**src/rtl/hsv2rgb_pkg.sv**
```systemverilog
package hsv2rgb_pkg;

	localparam logic [14:0] HUE_CIRCLE  = 15'd23040;
	localparam logic [11:0] HUE_SECTOR  = 12'd3840;
	localparam logic [14:0] SECTOR_W    = 15'd3840;
	localparam logic [7:0]  FRAC_ONE    = 8'd255;
	// floor(2^24 / 15), estimate is low by at most one
	localparam logic [20:0] DIV15_RECIP = 21'd1118481;

	// named after the channel at full value and the channel on the ramp
	typedef enum logic [2:0] {
		SEC_RED_GREEN  = 3'd0,
		SEC_GREEN_RED  = 3'd1,
		SEC_GREEN_BLUE = 3'd2,
		SEC_BLUE_GREEN = 3'd3,
		SEC_BLUE_RED   = 3'd4,
		SEC_RED_BLUE   = 3'd5
	} sector_t;

	typedef struct packed {
		sector_t     sector;
		logic [11:0] k;
		logic [15:0] vs;
		logic [15:0] d;
		logic [7:0]  v;
	} front_t;

	typedef struct packed {
		sector_t     sector;
		logic [15:0] t;
		logic [7:0]  r0;
		logic [7:0]  zero;
		logic [7:0]  v;
	} div_t;

	// x / 255 via x * 257 / 65536, low by at most one for x <= 65025
	function automatic logic [7:0] div255_est(input logic [15:0] x);
		logic [23:0] m;
		m = {x, 8'b0} + 24'(x);
		return m[23:16];
	endfunction

	function automatic logic [7:0] div255_fix(input logic [15:0] x, input logic [7:0] q0);
		logic [15:0] prod;
		logic [15:0] r;
		prod = {q0, 8'b0} - 16'(q0);
		r = x - prod;
		return (r >= 16'(FRAC_ONE)) ? q0 + 8'd1 : q0;
	endfunction

	function automatic logic [15:0] div15_est(input logic [19:0] p);
		logic [40:0] m;
		m = 41'(p) * 41'(DIV15_RECIP);
		return m[39:24];
	endfunction

	function automatic logic [15:0] div15_fix(input logic [19:0] p, input logic [15:0] q0);
		logic [19:0] prod;
		logic [19:0] r;
		prod = {q0, 4'b0} - 20'(q0);
		r = p - prod;
		return (r >= 20'd15) ? q0 + 16'd1 : q0;
	endfunction

endpackage

```
**src/rtl/hsv_to_rgb_converter_core.sv**
```systemverilog
// channel  direction  fields                         handshake
// pixel    in         hue, saturation, brightness    pixel_valid / pixel_stall
// rgb      out        red, green, blue               rgb_valid / rgb_stall
//
// one pixel per clock unless rgb_stall holds the pipeline
// the pipeline has seven register stages (products, two reciprocal
// divides with correction steps, sector placement in the output register)
// reset clears only the stage valid bits, data registers are not reset
// a stage holds only while it is full and the stage after it cannot take,
// so empty stages keep filling while rgb_stall is high
module hsv_to_rgb_converter_core (
	input  logic        clk,
	input  logic        arst_n,
	input  logic        pixel_valid,
	output logic        pixel_stall,
	input  logic [14:0] hue,
	input  logic [7:0]  saturation,
	input  logic [7:0]  brightness,
	output logic        rgb_valid,
	input  logic        rgb_stall,
	output logic [7:0]  red,
	output logic [7:0]  green,
	output logic [7:0]  blue
);
	import hsv2rgb_pkg::*;

	localparam int Stages = 7;

	logic [Stages-1:0] vld_q;
	logic [Stages-1:0] adv;
	front_t            front;
	div_t              quot;

	logic [7:0] ramp;
	logic [7:0] r_nxt;
	logic [7:0] g_nxt;
	logic [7:0] b_nxt;

	always_comb begin
		adv[Stages-1] = !vld_q[Stages-1] || !rgb_stall;
		for (int i = Stages - 2; i >= 0; i--) begin
			adv[i] = !vld_q[i] || adv[i+1];
		end
	end

	assign pixel_stall = !adv[0];

	always_ff @(posedge clk or negedge arst_n) begin
		if (!arst_n) begin
			vld_q <= '0;
		end else begin
			if (adv[0]) begin
				vld_q[0] <= pixel_valid;
			end
			for (int i = 1; i < Stages; i++) begin
				if (adv[i]) begin
					vld_q[i] <= vld_q[i-1];
				end
			end
		end
	end

	hsv2rgb_front u_front (
		.clk        (clk),
		.adv        (adv[1:0]),
		.hue        (hue),
		.saturation (saturation),
		.brightness (brightness),
		.front      (front)
	);

	hsv2rgb_div u_div (
		.clk   (clk),
		.adv   (adv[5:2]),
		.front (front),
		.quot  (quot)
	);

	assign ramp = div255_fix(quot.t, quot.r0);

	always_comb begin
		case (quot.sector)
			SEC_RED_GREEN: begin
				r_nxt = quot.v;
				g_nxt = ramp;
				b_nxt = quot.zero;
			end
			SEC_GREEN_RED: begin
				r_nxt = ramp;
				g_nxt = quot.v;
				b_nxt = quot.zero;
			end
			SEC_GREEN_BLUE: begin
				r_nxt = quot.zero;
				g_nxt = quot.v;
				b_nxt = ramp;
			end
			SEC_BLUE_GREEN: begin
				r_nxt = quot.zero;
				g_nxt = ramp;
				b_nxt = quot.v;
			end
			SEC_BLUE_RED: begin
				r_nxt = ramp;
				g_nxt = quot.zero;
				b_nxt = quot.v;
			end
			SEC_RED_BLUE: begin
				r_nxt = quot.v;
				g_nxt = quot.zero;
				b_nxt = ramp;
			end
			default: begin
				r_nxt = quot.v;
				g_nxt = quot.zero;
				b_nxt = ramp;
			end
		endcase
	end

	logic [7:0] red_s7;
	logic [7:0] green_s7;
	logic [7:0] blue_s7;

	always_ff @(posedge clk) begin
		if (adv[Stages-1]) begin
			red_s7   <= r_nxt;
			green_s7 <= g_nxt;
			blue_s7  <= b_nxt;
		end
	end

	assign rgb_valid = vld_q[Stages-1];
	assign red       = red_s7;
	assign green     = green_s7;
	assign blue      = blue_s7;

endmodule

```
**src/rtl/hsv2rgb_front.sv**
```systemverilog
module hsv2rgb_front (
	input  logic                 clk,
	input  logic [1:0]           adv,
	input  logic [14:0]          hue,
	input  logic [7:0]           saturation,
	input  logic [7:0]           brightness,
	output hsv2rgb_pkg::front_t  front
);
	import hsv2rgb_pkg::*;

	logic [14:0] hue_s1;
	logic [15:0] vs_s1;
	logic [15:0] d_s1;
	logic [7:0]  v_s1;
	front_t      front_s2;

	sector_t     sec;
	logic [14:0] base;
	logic [11:0] pos;
	logic [11:0] k;

	// stage 1: wrap hue once, chroma products
	always_ff @(posedge clk) begin
		if (adv[0]) begin
			hue_s1 <= (hue >= HUE_CIRCLE) ? hue - HUE_CIRCLE : hue;
			vs_s1  <= 16'(saturation) * 16'(brightness);
			d_s1   <= 16'(FRAC_ONE - saturation) * 16'(brightness);
			v_s1   <= brightness;
		end
	end

	always_comb begin
		if (hue_s1 >= 15'(5 * SECTOR_W)) begin
			sec = SEC_RED_BLUE;
			base = 15'(5 * SECTOR_W);
		end else if (hue_s1 >= 15'(4 * SECTOR_W)) begin
			sec = SEC_BLUE_RED;
			base = 15'(4 * SECTOR_W);
		end else if (hue_s1 >= 15'(3 * SECTOR_W)) begin
			sec = SEC_BLUE_GREEN;
			base = 15'(3 * SECTOR_W);
		end else if (hue_s1 >= 15'(2 * SECTOR_W)) begin
			sec = SEC_GREEN_BLUE;
			base = 15'(2 * SECTOR_W);
		end else if (hue_s1 >= SECTOR_W) begin
			sec = SEC_GREEN_RED;
			base = SECTOR_W;
		end else begin
			sec = SEC_RED_GREEN;
			base = 15'd0;
		end
		pos = 12'(hue_s1 - base);
		// ramp falls across odd sectors
		k = sec[0] ? HUE_SECTOR - pos : pos;
	end

	always_ff @(posedge clk) begin
		if (adv[1]) begin
			front_s2.sector <= sec;
			front_s2.k      <= k;
			front_s2.vs     <= vs_s1;
			front_s2.d      <= d_s1;
			front_s2.v      <= v_s1;
		end
	end

	assign front = front_s2;

endmodule

```
**src/rtl/hsv2rgb_div.sv**
```systemverilog
module hsv2rgb_div (
	input  logic                 clk,
	input  logic [3:0]           adv,
	input  hsv2rgb_pkg::front_t  front,
	output hsv2rgb_pkg::div_t    quot
);
	import hsv2rgb_pkg::*;

	logic [27:0] prod;

	logic [19:0] p_s3;
	logic [7:0]  z0_s3;
	logic [15:0] d_s3;
	logic [7:0]  v_s3;
	sector_t     sector_s3;

	logic [19:0] p_s4;
	logic [15:0] q0_s4;
	logic [7:0]  zero_s4;
	logic [15:0] d_s4;
	logic [7:0]  v_s4;
	sector_t     sector_s4;

	logic [16:0] t_sum;
	logic [15:0] t_s5;
	logic [7:0]  zero_s5;
	logic [7:0]  v_s5;
	sector_t     sector_s5;

	div_t        quot_s6;

	assign prod = 28'(front.vs) * 28'(front.k);

	// stage 3: ramp product over 256, first guess of the floor level
	always_ff @(posedge clk) begin
		if (adv[0]) begin
			p_s3      <= prod[27:8];
			z0_s3     <= div255_est(front.d);
			d_s3      <= front.d;
			v_s3      <= front.v;
			sector_s3 <= front.sector;
		end
	end

	// stage 4: divide by 15 estimate, floor level corrected
	always_ff @(posedge clk) begin
		if (adv[1]) begin
			p_s4      <= p_s3;
			q0_s4     <= div15_est(p_s3);
			zero_s4   <= div255_fix(d_s3, z0_s3);
			d_s4      <= d_s3;
			v_s4      <= v_s3;
			sector_s4 <= sector_s3;
		end
	end

	// t = floor(ramp numerator / 3840), never above 255 * v
	assign t_sum = 17'(d_s4) + 17'(div15_fix(p_s4, q0_s4));

	always_ff @(posedge clk) begin
		if (adv[2]) begin
			t_s5      <= t_sum[15:0];
			zero_s5   <= zero_s4;
			v_s5      <= v_s4;
			sector_s5 <= sector_s4;
		end
	end

	always_ff @(posedge clk) begin
		if (adv[3]) begin
			quot_s6.t      <= t_s5;
			quot_s6.r0     <= div255_est(t_s5);
			quot_s6.zero   <= zero_s5;
			quot_s6.v      <= v_s5;
			quot_s6.sector <= sector_s5;
		end
	end

	assign quot = quot_s6;

endmodule
```
**config.mk**
```make
export PLATFORM = sky130hd
export DESIGN_NAME = hsv_to_rgb_converter_core
export DESIGN_NICKNAME = d
export VERILOG_FILES = /design/src/rtl/hsv2rgb_pkg.sv /design/src/rtl/hsv_to_rgb_converter_core.sv /design/src/rtl/hsv2rgb_front.sv /design/src/rtl/hsv2rgb_div.sv
export SDC_FILE = /design/constraint.sdc
export NUM_CORES = 1
export LEC_CHECK = 0
export ABC_CLOCK_PERIOD_IN_PS = 7120
export BUFFER_PORTS_ARGS = -buffer_cell sky130_fd_sc_hd__buf_4
export CAP_MARGIN = 20
export CORE_UTILIZATION = 50
export CTS_CLUSTER_DIAMETER = 40
export DETAILED_ROUTE_END_ITERATION = 12
export PLACE_DENSITY = 0.66
export SLEW_MARGIN = 20
export SYNTH_ARGS = -nofsm -noshare
export SYNTH_HDL_FRONTEND = slang
export SYNTH_HIERARCHICAL = 1
export SYNTH_SLANG_ARGS = --single-unit
```
**constraint.sdc**
```tcl
create_clock -name clk -period 7.12 [get_ports clk]
set_input_delay 0.712 -clock clk [delete_from_list [all_inputs] [get_ports clk]]
set_output_delay 0.712 -clock clk [all_outputs]
set_load 0.005 [all_outputs]
```
Word-level counts from Yosys, hierarchy flattened
Index checks and enable logic that the tools add are counted.

word-level totals
  bits in registers = 345
  input bits = 35
  output and inout port bits = 26
  word-level logic and storage cells = 115

cells by class
  add/sub/neg operators = 16
  multipliers = 4
  $lt $le $gt $ge = 9
  eq/ne operators = 4
  multiplexer cells = 18
  reductions and logical operators = 24

operator list
  cell                    number
  $mux 12                 6
  $add 24x16->24          2
  $pmux 8 s2              3
  $mul 20x21->40 const B  1
  $ge 16x8->1 const B     2
  $sub 16x16->16          2
  $sub 16x8->16           2
  $ge 15x14->1 const B    2
  $ge 15x15->1 const B    2
  $mul 16x12->28          1
  $ge 20x4->1 const B     1
  $sub 20x16->20          1
  $sub 20x20->20          1
  $add 16x1->16 const B   1
  $add 16x16->16          1
  $add 8x1->8 const B     2
  $mul 16x8->16           1
  $mul 8x8->16            1
  $mux 16                 1
  $mux 8                  2
  $ge 15x12->1 const B    1
  $ge 15x13->1 const B    1
  $mux 15                 1
  $sub 15x15->15 const B  1
  12 further kinds        36

Longest topological paths before layout
  depth after elaboration = 9
  gate-level depth with buffers = 25
  mapped depth without buffers = 23

Modules after synthesis
The synthesis kept the hierarchy.

by module, submodules not included
  module                     times used  cells each  area each (um^2)  sequential area each (um^2)
  hsv2rgb_div                1           1806        19301.0           6125.9
  hsv2rgb_front              1           711         8220.4            3303.2
  hsv_to_rgb_converter_core  1           310         2747.6            895.9

Worst setup path before layout
No wires, ideal clock.

  path kind = reg2reg
  start point = reg u_div.q0_s4[1]
  end point = reg u_div.t_s5[14] (data pin)
  library setup time = 258 ps
  arrival = 5413 ps
  required time = 6862 ps
  setup slack = 1450 ps
  stages on the path, launching flop included = 23
  path buffers = 1
  clock period less this slack = 5670 ps
  cells stage by stage = edfxtp_1 fa_1 inv_1 ha_1 a21oi_2 o21bai_1 a2111o_1 a21boi_1 mux2_2 nand4b_1 nor4b_2 buf_4 mux2_1 fa_1 a21o_1 a21oi_1 o21bai_1 a21o_1 a21oi_1 o211ai_1 a31o_2 a21oi_1 xnor2_1

on the way
  longest elaborated chain between the ends = 5
  elaborated cells on any way between the ends = 6
  classes of those cells = 4 x add/sub; 1 x order compare; 1 x mux

RTL lines
  element                   RTL line           source
  start: declaration        hsv2rgb_div.sv:18  logic [15:0] q0_s4;
  start signal: assignment  hsv2rgb_div.sv:49  q0_s4 <= div15_est(p_s3);
  $sub 20x16->20            hsv2rgb_pkg.sv:60  prod = {q0, 4'b0} - 20'(q0);
  $sub 20x20->20            hsv2rgb_pkg.sv:61  r = p - prod;
  $ge 20x4->1               hsv2rgb_pkg.sv:62  return (r >= 20'd15) ? q0 + 16'd1 : q0;
  $mux 16 (*)               hsv2rgb_pkg.sv:62
  $add 16x16->16 (*)        hsv2rgb_div.sv:58  assign t_sum = 17'(d_s4) + 17'(div15_fix(p_s4, q0_s4));
  net u_div.t_sum[14]       hsv2rgb_div.sv:24  logic [16:0] t_sum;
  end signal: assignment    hsv2rgb_div.sv:62  t_s5 <= t_sum[15:0];
  end: declaration          hsv2rgb_div.sv:25  logic [15:0] t_s5;

Mark *: on every way through the listed nets, which the timed path passes. The rest lies on a longest branch.
A chain may end at the register's enable or synchronous reset.

Final worst setup path
  start point = reg u_div.q0_s4[1]
  end point = reg u_div.t_s5[15] (data pin)

Same word-level chain as after synthesis.

==> results.cfg <==
[detailed_routing]
viasPerCell = 5.51
vias = 20400
first_pass_iters = 5
wl_per_cell_um = 17.4
ant_nets = 0
drt_first_iter_violations = 906
routed_wl_mm = 64.5
drc = 0

[synthesis]
yosysMostFrequentCell = inv_1
ys_ff_latch = 345
ys_seq_area_frac = 0.341
syn_inst = 2827
synth_compound_area_frac = 0.0904
synth_simple_gate_area_frac = 0.127
synth_top_cells_by_count = 479 x inv_1, 377 x ha_1, 338 x edfxtp_1
synth_top_family_by_area = adder cells
synthXorXnorAreaFrac = 0.0424
synth_fa_ha_area_frac = 0.327
yosys.area.top_type = edfxtp_1
synthMuxAreaShare = 0.00451
synth_edf_count = 338
ys.flop_type = edfxtp_1
synth_area_per_cell_um2 = 10.7
synth_area_leaders = edfxtp_1 34%, fa_1 17%, ha_1 16%
syn_nets = 3498
yosys.area.top_type_share = 0.335
synth_cell_type_count = 90
netlist_area_um2 = 30300
ys.warnings.count = 6
synth-async-reset-ratio = 0.0203

[sta]
hold_viol = 0
finClkSkew_ns = 0.0378
fmax_mhz = 158
slew_violations = 0
fin_crit_ns = 6.32
setup_viol = 0
fin_crit_sh = 0.888
setup_tns_ns = 0
rsz0062_at_grt = false
maxSlewHeadroom = 0.341
worstMarginPinSlew_ns = 0.982

[clocking]
cts_root_buffer = clkbuf_16
numCtsBuffers = 49
post_cts_buffers = 0
cts_buffer_depth = 3
path_clk_slew_ns = 0.05
hold_buffers = 1
htreeDepth = 2
clkSinkCount = 345
ctsResizeCount = 0
cts_tree = yes
clk_latency_ns = 0.61

[floorplanning]
die_w_um = 248
start_util = 0.509
rows = 89
die_y_um = 248
ioPinCount = 61
die_area_um2 = 61500
coreArea_um2 = 59500

[grt]
grt_max_degree = 72
track_usage = 0.214
grt_pass1_wl_mm = 104
grt_overflow = 0
grt_pass1_vias = 21000
antenna_found_initial = 1

[placed_design]
placed_area_um2 = 31500
place_hpwl_mm = 50.5
port_buffers = 60
gp_congestion = 0.934

[setup_path]
cp-start-kind = flop
critical_path.max_fanout = 11
r2r_setup_slack_ns = 0.80
slowest_stage = fa_1
crit_path_cell_trace = fa_1 > inv_1 > ha_1 > a21oi_2 > o21bai_1 > a2111o_1 > a21boi_1 > mux2_2 > nand4b_1 > nor4b_2 > buf_4 > mux2_1 > ha_1 > a21oi_1 > nor2b_1 > nor3_1 > o211ai_1 > nand2_1 > o21ai_0 > o41ai_1 > o21ai_0 > xnor3_1
crit_required_ns = 7.47
critPathKind = reg -> reg
cp.arrival_ns = 6.67
slowest_delay_ns = 0.54
critPathCaptureType = flop

[final_layout]
area_delta_synth_final_pct = 9.72
fin_area_um2 = 33200
num_antenna_cells = 0
drive_gt1_frac = 0.0648
nNetsFinal = 3562

[status]
status = finished, final reports clean

[worst_hold_path]
hold_path.class = in -> reg

[run]
maxCapViolations = 0
## path summary, 6_finish.rpt
check	depth (start not counted)	from	end
min	1	hue[0]	u_front/hue_s1[0]$_DFFE_PP_
min in group asynchronous	2	arst_n	vld_q[5]$_DFFE_PN0P_
max reg2reg	22	u_div/q0_s4[1]$_DFFE_PP_	u_div/t_s5[15]$_DFFE_PP_
max in group asynchronous	2	arst_n	vld_q[2]$_DFFE_PN0P_
min reg2reg	0	u_front/front[0]$_DFFE_PP_	u_div/v_s3[0]$_DFFE_PP_
max	22	u_div/q0_s4[1]$_DFFE_PP_	u_div/t_s5[15]$_DFFE_PP_
## critical path: cells and delay by family (launching register included)
family	cells	cell delay, ns
xor+xnor	1	0.36
mux	2	0.76
buf+inv	2	0.30
flops	1	0.49
compound gates	9	2.04
fa+ha+maj	3	1.18
simple gates	5	0.93
## cell usage in the layout (no fill, tap or decap), drive strengths merged, types with 17 or more instances in the layout
cell type and count:
inv 493, ha 377, edfxtp 338, fa 259
nand2 225, and2 123, xnor2 113, a21oi 106
nor2 96, o21ai 94, buf 69, nor2b 65
clkbuf 56, nand2b 53, nand3 42, nor3 40
a21o 35, xor2 31, o21a 20, nand4 20
o211ai 17, nor4 17
## registers in the layout (all words and copies together) (netlist names), 15 cells and up
signal and cells:
u_div/d_s3 16, u_div/d_s4 16, u_div/p_s3 20, u_div/p_s4 20
u_div/q0_s4 16, u_div/quot 43, u_div/t_s5 16, u_front/d_s1 16
u_front/front 55, u_front/hue_s1 15, u_front/vs_s1 16
## layer usage
metal	part of all wire	track usage
met3	0.041	0.0280
met2	0.50	0.383
met5	0.00020	0
met1	0.42	0.260
met4	0.036	0.0877
## per-stage QoR
step | worst slack (ns) | instances | hold WS [ns] | utilization
finish | 0.799 | 3705 | 0.294 | 0.559
global route | 0.575 | 3705 | 0.261 | 0.559
CTS | 0.841 | 3705 | 0.256 | 0.558
detailed placement | 0.841 | 3612 | 0.405 | 0.530
global placement | 0.982 | 3612 | 0.400 | 0.530
floorplan | 1.45 | 2827 | 0.400 | -
## layout make-up
type                    count  area (um2)
multi-input cells        1945       17900
flip-flops and latches    345       10300
clock inverters            36         412
well taps                 773         967
repair buffers             70         528
fillers                  5036       26300
clock buffers              56        1250
inverters                 480        1800
## logic make-up (layout without fill, tap and decap cells)
kind of cell,count (synthesis),count (layout)
muxes,13,13
adders and majority gates,636,636
buffers and inverters,537,642
and+or+nand+nor,743,743
AOI/OAI and AO/OA,408,408
xor gates and xnor gates,145,145
DFF,345,345
Power is not shown: default switching activity piles up to over one toggle a cycle in this logic, so the estimate is an artifact.
